[src/hdl/queued_pulse_train_generator_top_assert.svh]
// Assertion macros for the queued pulse-train generator.
// Included by the top-level RTL file, which carries concurrent assertions; no other dependencies.
`ifndef QUEUED_PULSE_TRAIN_GENERATOR_TOP_ASSERT_SVH
`define QUEUED_PULSE_TRAIN_GENERATOR_TOP_ASSERT_SVH

// Same-cycle implication, disabled while reset is asserted.
`define QPTG_ASSERT_SAME(label, clk, rst_n, ante, cons) \
  label: assert property (@(posedge clk) disable iff (!rst_n) (ante) |-> (cons)) \
    else $error("qptg assertion failed");

// Next-cycle implication, disabled while reset is asserted.
`define QPTG_ASSERT_NEXT(label, clk, rst_n, ante, cons) \
  label: assert property (@(posedge clk) disable iff (!rst_n) (ante) |=> (cons)) \
    else $error("qptg assertion failed");

`endif

[src/hdl/qptg_pkg.sv]
// Shared types and constants for the queued pulse-train generator.
// No dependencies; used by the top level.
`timescale 1ns / 1ps
`default_nettype none

package qptg_pkg;

  localparam int QUEUE_DEPTH_DEF = 16;

  localparam int TICKS_W = 16;
  localparam int TIME_W  = 32;
  localparam int CMD_W   = 2;
  localparam int STAT_W  = 2;
  localparam int QCNT_W  = 5;

  // Configuration port.
  localparam int CFG_IDX_W  = 1;
  localparam int CFG_DATA_W = 32;
  localparam logic [CFG_IDX_W-1:0] CFG_DEAD_TIME   = 1'd0;
  localparam logic [CFG_IDX_W-1:0] CFG_PAUSE_TICKS = 1'd1;

  // Command codes.
  localparam logic [CMD_W-1:0] CMD_TICK  = 2'd0;
  localparam logic [CMD_W-1:0] CMD_SEND  = 2'd1;
  localparam logic [CMD_W-1:0] CMD_CLEAR = 2'd2;

  // Send status codes.
  localparam logic [STAT_W-1:0] STAT_NONE     = 2'd0;
  localparam logic [STAT_W-1:0] STAT_ACCEPTED = 2'd1;
  localparam logic [STAT_W-1:0] STAT_DEAD     = 2'd2;
  localparam logic [STAT_W-1:0] STAT_FULL     = 2'd3;

  typedef struct packed {
    logic [CMD_W-1:0]   cmd;
    logic [TICKS_W-1:0] pulse_ticks;
    logic [TIME_W-1:0]  time_us;
  } in_word_t;

  typedef struct packed {
    logic              pin_level;
    logic [STAT_W-1:0] send_status;
    logic [QCNT_W-1:0] queue_count;
  } out_word_t;

endpackage

`default_nettype wire

[src/hdl/qptg_ram.sv]
// Generic single-clock RAM with one write port and one registered read port.
// No dependencies.
`timescale 1ns / 1ps
`default_nettype none

module qptg_ram #(
  parameter int WIDTH = 17,
  parameter int DEPTH = 16
) (
  input  wire logic                     clk,
  input  wire logic                     we,
  input  wire logic [$clog2(DEPTH)-1:0] waddr,
  input  wire logic [WIDTH-1:0]         wdata,
  input  wire logic [$clog2(DEPTH)-1:0] raddr,
  output logic      [WIDTH-1:0]         rdata
);

  logic [WIDTH-1:0] mem_r [DEPTH];
  logic [WIDTH-1:0] rdata_r;

  always_ff @(posedge clk) begin
    if (we) begin
      mem_r[waddr] <= wdata;
    end
    rdata_r <= mem_r[raddr];
  end

  assign rdata = rdata_r;

endmodule

`default_nettype wire

[src/hdl/queued_pulse_train_generator_top.sv]
// Queued pulse-train generator, top level.
// Depends on qptg_pkg, qptg_ram and queued_pulse_train_generator_top_assert.svh.
`timescale 1ns / 1ps
`default_nettype none

// One item is taken when start is high and busy is low. Its result word appears
// on out_word with out_strobe high for one cycle, in the cycle that follows the
// item's last cycle of work, and must be captured then. A tick that pops a queue
// entry reads it, then applies it in ST_POP, as the queue memory has a registered
// read. An accepted send writes the high entry, then the pause entry in ST_SEND2,
// as the memory has one write port. Any other item is done in the cycle it is
// taken. The next item can be taken in the cycle its predecessor's result is shown.
module queued_pulse_train_generator_top #(
  parameter int QUEUE_DEPTH = qptg_pkg::QUEUE_DEPTH_DEF
) (
  input  wire logic                                 clk,
  input  wire logic                                 rst_n,
  input  wire logic                                 start,
  output logic                                      busy,
  input  wire qptg_pkg::in_word_t                   in_word,
  output logic                                      out_strobe,
  output qptg_pkg::out_word_t                       out_word,
  input  wire logic                                 cfg_we,
  input  wire logic [qptg_pkg::CFG_IDX_W-1:0]       cfg_index,
  input  wire logic [qptg_pkg::CFG_DATA_W-1:0]      cfg_wdata
);

  import qptg_pkg::*;

  localparam int IDX_W  = $clog2(QUEUE_DEPTH);
  localparam int CNT_W  = $clog2(QUEUE_DEPTH + 1);
  localparam int EXT_W  = (CNT_W > QCNT_W) ? CNT_W : QCNT_W;
  localparam int ENT_W  = TICKS_W + 1;
  localparam logic [IDX_W-1:0] LAST_IDX  = IDX_W'(QUEUE_DEPTH - 1);
  localparam logic [CNT_W-1:0] FULL_LIM  = CNT_W'(QUEUE_DEPTH - 2);
  localparam logic [CNT_W-1:0] DEPTH_CNT = CNT_W'(QUEUE_DEPTH);

  typedef enum logic [1:0] {
    ST_IDLE,
    ST_POP,
    ST_SEND2
  } state_t;

  function automatic logic [IDX_W-1:0] next_idx(input logic [IDX_W-1:0] idx);
    return (idx == LAST_IDX) ? '0 : idx + 1'b1;
  endfunction

  // Configuration registers.
  logic [TIME_W-1:0]  dead_time_r;
  logic [TICKS_W-1:0] pause_r;

  // Control and timing state.
  state_t             state_r, state_nxt;
  logic [IDX_W-1:0]   rd_idx_r, rd_idx_nxt;
  logic [IDX_W-1:0]   wr_idx_r, wr_idx_nxt;
  logic [CNT_W-1:0]   count_r, count_nxt;
  logic [TICKS_W-1:0] countdown_r, countdown_nxt;
  logic               cur_high_r, cur_high_nxt;
  logic [TIME_W-1:0]  last_send_r, last_send_nxt;
  logic               pin_r, pin_nxt;
  logic               out_strobe_r, out_strobe_nxt;
  out_word_t          out_word_r, out_word_nxt;

  // Queue memory access.
  logic               ram_we;
  logic [IDX_W-1:0]   ram_waddr;
  logic [ENT_W-1:0]   ram_wdata;
  logic [ENT_W-1:0]   ram_rdata;

  logic               accept;
  logic [TIME_W-1:0]  shifted_time;
  logic               send_ok;
  logic [STAT_W-1:0]  status;
  logic [EXT_W-1:0]   count_ext;

  assign accept       = start && (state_r == ST_IDLE);
  assign shifted_time = in_word.time_us - dead_time_r;
  assign send_ok      = shifted_time > last_send_r;

  qptg_ram #(
    .WIDTH(ENT_W),
    .DEPTH(QUEUE_DEPTH)
  ) u_queue_ram (
    .clk  (clk),
    .we   (ram_we),
    .waddr(ram_waddr),
    .wdata(ram_wdata),
    .raddr(rd_idx_r),
    .rdata(ram_rdata)
  );

  always_comb begin
    state_nxt      = state_r;
    rd_idx_nxt     = rd_idx_r;
    wr_idx_nxt     = wr_idx_r;
    count_nxt      = count_r;
    countdown_nxt  = countdown_r;
    cur_high_nxt   = cur_high_r;
    last_send_nxt  = last_send_r;
    pin_nxt        = pin_r;
    out_strobe_nxt = 1'b0;
    status         = STAT_NONE;
    ram_we         = 1'b0;
    ram_waddr      = wr_idx_r;
    ram_wdata      = {1'b1, in_word.pulse_ticks};

    unique case (state_r)
      ST_IDLE: begin
        if (start) begin
          out_strobe_nxt = 1'b1;
          unique case (in_word.cmd)
            CMD_TICK: begin
              if (countdown_r != '0) begin
                countdown_nxt = countdown_r - 1'b1;
              end else if (count_r != '0) begin
                // The entry at the read index comes out of the memory next cycle.
                state_nxt      = ST_POP;
                out_strobe_nxt = 1'b0;
              end else if (cur_high_r) begin
                pin_nxt = 1'b0;
              end
            end
            CMD_SEND: begin
              if (!send_ok) begin
                status = STAT_DEAD;
              end else if (count_r > FULL_LIM) begin
                status = STAT_FULL;
              end else begin
                // High entry now, the pause entry in the next cycle.
                ram_we         = 1'b1;
                wr_idx_nxt     = next_idx(wr_idx_r);
                count_nxt      = count_r + 1'b1;
                last_send_nxt  = in_word.time_us;
                state_nxt      = ST_SEND2;
                out_strobe_nxt = 1'b0;
              end
            end
            CMD_CLEAR: begin
              rd_idx_nxt = '0;
              wr_idx_nxt = '0;
              count_nxt  = '0;
            end
            default: begin
            end
          endcase
        end
      end
      ST_POP: begin
        countdown_nxt  = ram_rdata[TICKS_W-1:0];
        cur_high_nxt   = ram_rdata[TICKS_W];
        if (ram_rdata[TICKS_W]) begin
          pin_nxt = 1'b1;
        end else if (cur_high_r) begin
          pin_nxt = 1'b0;
        end
        rd_idx_nxt     = next_idx(rd_idx_r);
        count_nxt      = count_r - 1'b1;
        state_nxt      = ST_IDLE;
        out_strobe_nxt = 1'b1;
      end
      ST_SEND2: begin
        ram_we         = 1'b1;
        ram_wdata      = {1'b0, pause_r};
        wr_idx_nxt     = next_idx(wr_idx_r);
        count_nxt      = count_r + 1'b1;
        status         = STAT_ACCEPTED;
        state_nxt      = ST_IDLE;
        out_strobe_nxt = 1'b1;
      end
      default: begin
        state_nxt = ST_IDLE;
      end
    endcase

    count_ext                 = EXT_W'(count_nxt);
    out_word_nxt.pin_level    = pin_nxt;
    out_word_nxt.send_status  = status;
    out_word_nxt.queue_count  = count_ext[QCNT_W-1:0];
  end

  always_ff @(posedge clk) begin
    if (!rst_n) begin
      state_r      <= ST_IDLE;
      rd_idx_r     <= '0;
      wr_idx_r     <= '0;
      count_r      <= '0;
      countdown_r  <= '0;
      cur_high_r   <= 1'b1;
      last_send_r  <= '0;
      pin_r        <= 1'b0;
      out_strobe_r <= 1'b0;
    end else begin
      state_r      <= state_nxt;
      rd_idx_r     <= rd_idx_nxt;
      wr_idx_r     <= wr_idx_nxt;
      count_r      <= count_nxt;
      countdown_r  <= countdown_nxt;
      cur_high_r   <= cur_high_nxt;
      last_send_r  <= last_send_nxt;
      pin_r        <= pin_nxt;
      out_strobe_r <= out_strobe_nxt;
    end
    out_word_r <= out_word_nxt;
  end

  always_ff @(posedge clk) begin
    if (!rst_n) begin
      dead_time_r <= '0;
      pause_r     <= '0;
    end else if (cfg_we) begin
      unique case (cfg_index)
        CFG_DEAD_TIME:   dead_time_r <= cfg_wdata[TIME_W-1:0];
        CFG_PAUSE_TICKS: pause_r     <= cfg_wdata[TICKS_W-1:0];
        default: begin
        end
      endcase
    end
  end

  assign busy       = (state_r != ST_IDLE);
  assign out_strobe = out_strobe_r;
  assign out_word   = out_word_r;

`include "queued_pulse_train_generator_top_assert.svh"

  `QPTG_ASSERT_SAME(a_count_bound, clk, rst_n, 1'b1, count_r <= DEPTH_CNT)
  `QPTG_ASSERT_NEXT(a_item_progress, clk, rst_n, accept, busy || out_strobe_r)
  `QPTG_ASSERT_NEXT(a_pop_result, clk, rst_n, state_r == ST_POP, out_strobe_r && !busy)
  `QPTG_ASSERT_NEXT(a_send_result, clk, rst_n, state_r == ST_SEND2,
                    out_strobe_r && out_word_r.send_status == STAT_ACCEPTED)
  `QPTG_ASSERT_SAME(a_no_result_busy, clk, rst_n, busy, !out_strobe_r)

endmodule

`default_nettype wire
[config.mk]
export PLATFORM = sky130hd
export DESIGN_NAME = queued_pulse_train_generator_top
export DESIGN_NICKNAME = d
export VERILOG_FILES = /design/src/hdl/qptg_pkg.sv /design/src/hdl/qptg_ram.sv /design/src/hdl/queued_pulse_train_generator_top.sv
export VERILOG_INCLUDE_DIRS = /design/src /design/src/hdl
export SDC_FILE = /design/constraint.sdc
export NUM_CORES = 1
export LEC_CHECK = 0
export BUFFER_PORTS_ARGS = -buffer_cell sky130_fd_sc_hd__buf_2
export CAP_MARGIN = 0
export CORE_UTILIZATION = 45
export CTS_CLUSTER_SIZE = 30
export DETAILED_ROUTE_END_ITERATION = 6
export PLACE_DENSITY = 0.74
export SETUP_SLACK_MARGIN = 0.5
export SLEW_MARGIN = 15
export SYNTH_ARGS = -nofsm -noshare
export SYNTH_HDL_FRONTEND = slang
export SYNTH_SLANG_ARGS = --single-unit
[constraint.sdc]
create_clock -name clk -period 8.7 [get_ports clk]
set_input_delay 0.87 -clock clk [delete_from_list [all_inputs] [get_ports clk]]
set_output_delay 0.87 -clock clk [all_outputs]
set_load 0.005 [all_outputs]
* After elaboration in Yosys (flattened, before gate mapping)
Memories as Yosys holds them, arrays and structs flattened. A register that Yosys moved wholly into a read port is not among the register bits. Index checks and enable logic that the tools add are counted.
Word-level totals: word-level logic and storage cells 110, bits of input ports 87, RAM bits 272, memories kept 1, bits in latches 0, output and inout bits 10, register bits 122, ROM bits 0
Memory list:
- u_queue_ram.mem_r | depth 16, bits a word 17, read ports 1, clocked after memory_dff 1, write ports 1, RTL line qptg_ram.sv:18 | logic [WIDTH-1:0] mem_r [DEPTH];
Operators by class: divide/modulo/power cells 0, bitwise logic cells 2, equal/unequal tests 17, $mul 0, add/sub/neg operators 6, shift operators 0, mux-type cells 51, reductions and logical operators 17, order comparisons 2
Operator list (number):
- 2-to-1 mux 16 bit | 3
- > comparator 32 bit | 1
- case mux 16 bit (2 select lines) | 1
- subtractor 32 bit | 1
- 2-to-1 mux 4 bit | 7
- case mux 4 bit (2 select lines) | 3
- 2-to-1 mux 1 bit | 17
- 2-to-1 mux 17 bit | 1
- 2-to-1 mux 2 bit | 8
- nonzero test 16 bit | 1
- subtractor 16 x 1 -> 16 bit, second input constant | 1
- 2-to-1 mux 5 bit | 3
- case mux 5 bit (3 select lines) | 1
- != test 2 bit, second input constant | 5
- case mux 5 bit (2 select lines) | 1
- AND reduction 5 bit | 2
- adder 4 x 1 -> 4 bit, second input constant | 2
- == test 4 bit, second input constant | 2
- case mux 1 bit (2 select lines) | 4
- case mux 2 bit (2 select lines) | 2
- nonzero test 2 bit | 4
- != test 2 x 1 -> 1 bit, second input constant | 3
- != test 3 bit, second input constant | 2
- AND reduction 2 bit | 3
- 13 further kinds | 17

* Logic depth before layout (Yosys ltp)
word-level depth 8, gate-level depth with buffers 25, depth with buffers taken out 23

* By module
A second synthesis with hierarchy kept.
Second synthesis, totals: cells, all modules 1494, area, all modules 18651.6 um^2
Modules (own cells, without submodules):
- qptg_ram | area an instance 10637.7 um^2, sequential area each 8508.2 um^2, instances 1, cells an instance 458
- queued_pulse_train_generator_top | area an instance 8013.9 um^2, sequential area each 2442.3 um^2, instances 1, cells an instance 1036

* Least setup slack after synthesis
Ideal clock, no wire load.
path kind input-to-reg, from input in_word[0] in the netlist's numbering, to memory u_queue_ram.mem_r[15][0], enable pin, buffers on the path 2, setup time 0.391 ns, arrival time 5.758 ns, setup slack 2.552 ns, stages on the path 23, data required time 8.309 ns, cells stage by stage inv_1 -> ha_1 -> inv_1 -> fa_1 -> a211oi_1 -> o21ai_0 -> a31oi_1 -> o22ai_1 -> o22ai_1 -> o21ai_1 -> a41oi_1 -> nor2b_1 -> xnor2_1 -> ha_1 -> nand2_1 -> or3_1 -> o21ba_1 -> or4_4 -> buf_6 -> buf_12 -> nand2_8 -> nand2_4 -> nor2_1
On the way: cells in the longest elaborated chain, start to end 8
Ends and longest elaborated chain:
- from (decl) | RTL line queued_pulse_train_generator_top.sv:20 | input wire qptg_pkg::in_word_t in_word,
- subtractor 32 bit | RTL line queued_pulse_train_generator_top.sv:77 | assign shifted_time = in_word.time_us - dead_time_r;
- > comparator 32 bit | RTL line queued_pulse_train_generator_top.sv:78 | assign send_ok = shifted_time > last_send_r;
- 2-to-1 mux 1 bit | RTL line queued_pulse_train_generator_top.sv:124 | if (!send_ok) begin
- 2-to-1 mux 1 bit | RTL line queued_pulse_train_generator_top.sv:111 | unique case (in_word.cmd)
- 2-to-1 mux 1 bit | RTL line queued_pulse_train_generator_top.sv:109 | if (start) begin
- case mux 1 bit (2 select lines) | RTL line queued_pulse_train_generator_top.sv:107 | unique case (state_r)
- 2-to-1 mux 1 bit | RTL line qptg_ram.sv:22 | if (we) begin
- 2-to-1 mux 1 bit (not written as such) | RTL line qptg_ram.sv:23 | mem_r[waddr] <= wdata;
- to (decl) | RTL line qptg_ram.sv:18
Every way passes these cells.

* Worst setup path after layout
from input in_word[0] in the netlist's numbering, to memory u_queue_ram.mem_r[7][1], enable pin
Same word-level chain as after synthesis.

==> results.txt <==
----------------------------------------------------
[Run status]
  Result of the run ... finished, violations left
  Violated checks ... DRC

[STA]
  Final setup TNS ... 0 ns
  Unrepaired setup endpoints after global routing ... no
  Final setup violating endpoints ... 0
  Highest achievable clock rate ... 0.1490 GHz
  Relative max-transition margin ... 0.2838
  Hold Vio Cnt, Final ... 0
  Min Tclk post-route ... 6.714 ns
  Worst hold-check slack ... 0.4624 ns
  Worst Max-Slew Pin Slew ... 1.067 ns
  Period utilisation layout ... 0.7717
  Setup Skew ... 0.02270 ns
  Number of slew-limit violations in the final report ... 0

[Routing]
  Post-route ant nets ... 0
  Drt wl/cell ... 20.78 um
  Overall routed net length ... 43,480 um
  Via count ... 11.80k
  DRC Markers ... 5
  Detailed router's first-iteration violation count ... 991
  Via-per-instance ratio ... 5.637
  Number of iterations in the first detailed-routing pass ... 7

[Placement]
  HPWL after detailed placement ... 29,750 um
  Total of buffers placed on input and output ports ... 96
  Placer congestion estimate ... 0.9621

[Logic synthesis]
  Gate count after technology mapping ... 1,433
  Number of synthesized flops with an enable pin ... 272
  Synth Register Bits ... 411
  Total standard cell area after synthesis ... 18,850 um^2
  Sequential fraction of the synthesis area ... 0.5811
  Synth top area share ... 0.4334
  Syn avg cell area ... 13.15 um^2
  Largest cells by area after synthesis ... sky130_fd_sc_hd__edfxtp_1 (43%), sky130_fd_sc_hd__dfxtp_1 (15%), sky130_fd_sc_hd__mux4_2 (10%)
  Async S/R FF share, synth ... 0
  Library cell with the largest summed area after synthesis ... sky130_fd_sc_hd__edfxtp_1
  Most frequently used flop master after synthesis ... sky130_fd_sc_hd__edfxtp_1
  Nets in the synthesized netlist ... 1,601
  Yosys warnings ... 0
  Synth cell types ... 75

[Setup path]
  Worst-path fanout max ... 34
  Worst r2r dst ... u_queue_ram.mem_r[7][1]
  Nature of the critical path startpoint ... primary input
  Worst R2R Start ... dead_time_r[0]
  Class of the most critical setup path ... primary input to register
  Setup slack on the worst flop-to-flop path ... 2.16 ns
  Worst r2r path cells ... 21
  Required @ worst endpoint ... 8.85 ns
  Arrival @ worst endpoint ... 6.87 ns
  Kind of end point of the critical path ... register

[Finish]
  Flip-flop and latch area ... 10,960 um^2
  Top library cells by usage in the layout, fill and taps aside ... sky130_fd_sc_hd__edfxtp_1 (272), sky130_fd_sc_hd__nand2_1 (150), sky130_fd_sc_hd__dfxtp_1 (137)
  Net count, final ... 1,694
  Layout overhead on the synthesized area ... 12.68%
  Fraction of final layout cells with drive strength greater than 1 ... 0.2037
  Number of diodes ... 0
  Count of filler cells inserted in the layout ... 3,403
  Area taken by multi-input logic gates ... 7306 um^2
  Most common library cell in the layout ignoring fill and taps ... sky130_fd_sc_hd__edfxtp_1

[Global routing]
  Largest net degree at the start of global routing ... 87
  M2 GR Usage ... 0.3481
  GRT met1 Usage ... 0.2753
  First-pass GRT wire length ... 66,920 um
  Routing usage on met3 ... 0.03203
  Number of global-route vias before repair ... 11.71k
  Aggregate global routing overflow ... 0
  Initial antenna violation count ... 1
  GRT busiest layer ... met2
  Overall track demand over capacity in global routing ... 0.2085

[Clocking]
  Gates resized, CTS repair ... 0
  TritonCTS Sinks ... 411
  Buffers from clock root to sink, at most ... 3
  Clock edge transition at the registers on the reported setup and hold paths ... 0.06 ns
  Clock insertion delay at the later pin of the skew report ... 0.55 ns
  # H-tree levels ... 2
  Number of hold buffers added after CTS ... 0
  Number of clock buffers inserted by TritonCTS ... 43
  Cell at the root of the clock tree ... sky130_fd_sc_hd__clkbuf_16
  CTS tree ... yes
  Post-CTS setup buffer count ... 0

[Power and ir drop]
  Highest ir drop seen on vdd ... 0.1301 mV
  Leakage power ... 7.511 nW
  Total chip power ... 4.976 mW
  Power density over the cells ... 234.3 nW/um^2

[Die]
  Row Count ... 74
  IO Pins ... 97
  Die Span X ... 206.6 um
  Placeable core region ... 41,110 um^2
  Die height ... 206.6 um
  Initial core utilization ... 0.4584
  Total die area ... 42,700 um^2

[Min path]
  Hold path depth ... 2
  Startpoint of the tightest hold check path ... dead_time_r[15]
  Class of the worst hold path ... register to register
  WHS Endpoint ... dead_time_r[15]

[Job]
  Number of max-capacitance violations reported ... 0

----------------------------------------------------
## cell type report
cell class                 count  area share
tap                          532     0.03135
inverter                      93     0.01644
clock buffer                  46     0.05120
sequential                   411      0.5159
clock inverter                34     0.01385
timing repair buffer         109     0.02722
multi-input combinational    868      0.3440
## worst max-delay path by stage
stage,slack [ns],startpoint,depth (start not counted),to
finish,1.99,in_word[0],23,u_queue_ram.mem_r[7][1]
floorplan,2.55,in_word[0],23,u_queue_ram.mem_r[15][0]
detailed placement,1.63,in_word[0],22,u_queue_ram.mem_r[4][9]
global placement,1.82,in_word[0],22,u_queue_ram.mem_r[7][1]
CTS,2.13,in_word[0],23,u_queue_ram.mem_r[4][1]
global route,1.69,in_word[0],23,u_queue_ram.mem_r[11][16]
## state kept, by name, indices dropped and copies added (netlist names)
register and count:
u_queue_ram.mem_r 272, dead_time_r 32, last_send_r 32, u_queue_ram.rdata 17
countdown_r 16, pause_r 16, out_word 8, count_r 5
ram_waddr 4, rd_idx_r 4, state_r 2, cur_high_r 1
out_strobe 1, pin_r 1
## power breakdown
part           switching, mW  leakage [nW]  internal, mW
combinational          0.523          3.27         0.416
clock                  0.758         0.672          1.03
sequential            0.0719          3.57          2.18
## cell families after synthesis
logic type                 count (synthesis)  synth area share
DFF                                      411            0.5811
and+or+nand+nor                          361           0.09600
AOI/OAI and AO/OA                        260           0.09222
buffers and inverters                    154           0.03300
muxes                                    134            0.1287
adders and majority gates                 81           0.05418
xor gates and xnor gates                  32           0.01487
## synthesized netlist by cell type (3+ instances only)
library cell,instances
sky130_fd_sc_hd__or3_1,6
sky130_fd_sc_hd__a22oi_1,7
sky130_fd_sc_hd__ha_1,80
sky130_fd_sc_hd__edfxtp_1,272
sky130_fd_sc_hd__mux2i_1,33
sky130_fd_sc_hd__buf_1,13
sky130_fd_sc_hd__o31ai_1,5
sky130_fd_sc_hd__o21bai_1,5
sky130_fd_sc_hd__nor4_1,5
sky130_fd_sc_hd__xor2_1,7
sky130_fd_sc_hd__a21oi_1,57
sky130_fd_sc_hd__xnor2_1,25
sky130_fd_sc_hd__nor2_1,61
sky130_fd_sc_hd__o221a_2,3
sky130_fd_sc_hd__a211oi_1,7
sky130_fd_sc_hd__o21ai_1,6
sky130_fd_sc_hd__a31oi_1,6
sky130_fd_sc_hd__o211ai_1,4
sky130_fd_sc_hd__a21boi_0,56
sky130_fd_sc_hd__mux2_2,16
sky130_fd_sc_hd__a21o_1,19
sky130_fd_sc_hd__and2_1,5
sky130_fd_sc_hd__o21ai_0,46
sky130_fd_sc_hd__o22ai_1,5
sky130_fd_sc_hd__nand2b_1,8
sky130_fd_sc_hd__o21a_1,5
sky130_fd_sc_hd__buf_6,3
sky130_fd_sc_hd__dfxtp_1,139
sky130_fd_sc_hd__nand3_1,21
sky130_fd_sc_hd__a211o_1,5
sky130_fd_sc_hd__nand2_4,4
sky130_fd_sc_hd__nor2b_1,51
sky130_fd_sc_hd__inv_1,93
sky130_fd_sc_hd__and3_1,7
sky130_fd_sc_hd__nand2_1,150
sky130_fd_sc_hd__nand4_1,6
sky130_fd_sc_hd__nor3_2,5
sky130_fd_sc_hd__nor3_1,13
sky130_fd_sc_hd__clkbuf_1,42
sky130_fd_sc_hd__mux4_2,85
## critical path, cell delays in order
cell and delay, ns:
sky130_fd_sc_hd__buf_2 0.09, sky130_fd_sc_hd__inv_1 0.08, sky130_fd_sc_hd__ha_1 0.18, sky130_fd_sc_hd__inv_1 0.06, sky130_fd_sc_hd__fa_1 0.43, sky130_fd_sc_hd__a211oi_1 0.30, sky130_fd_sc_hd__o21ai_0 0.23, sky130_fd_sc_hd__a31oi_1 0.36
sky130_fd_sc_hd__o22ai_1 0.20, sky130_fd_sc_hd__o22ai_1 0.30, sky130_fd_sc_hd__o21ai_1 0.13, sky130_fd_sc_hd__a41oi_1 0.26, sky130_fd_sc_hd__a211oi_1 0.12, sky130_fd_sc_hd__xor2_1 0.16, sky130_fd_sc_hd__ha_1 0.31, sky130_fd_sc_hd__nand3_1 0.09
sky130_fd_sc_hd__o31ai_1 0.37, sky130_fd_sc_hd__o21bai_1 0.20, sky130_fd_sc_hd__o21ai_2 0.11, sky130_fd_sc_hd__or4_4 0.84, sky130_fd_sc_hd__nand2_8 0.23, sky130_fd_sc_hd__nand2_4 0.09, sky130_fd_sc_hd__nor2_2 0.81
## per-stage QoR
step / util / setup slack [ns] / cell area [um^2] / instances
floorplan: - / 2.552 / 18850 / 1433
global placement: 0.4830 / 1.818 / 19850 / 2013
detailed placement: 0.4830 / 1.628 / 19850 / 2013
CTS: 0.5166 / 2.133 / 21240 / 2093
global route: 0.5166 / 1.687 / 21240 / 2093
finish: 0.5166 / 1.986 / 21240 / 2093
## layer usage
metal	routed length (um)	up-vias
met4	1418	2
met3	2523	84
met2	21040	339
met1	18490	5883
li1	-	5491
met5	13	-
No activity file was read; power rests on OpenSTA's default activity.
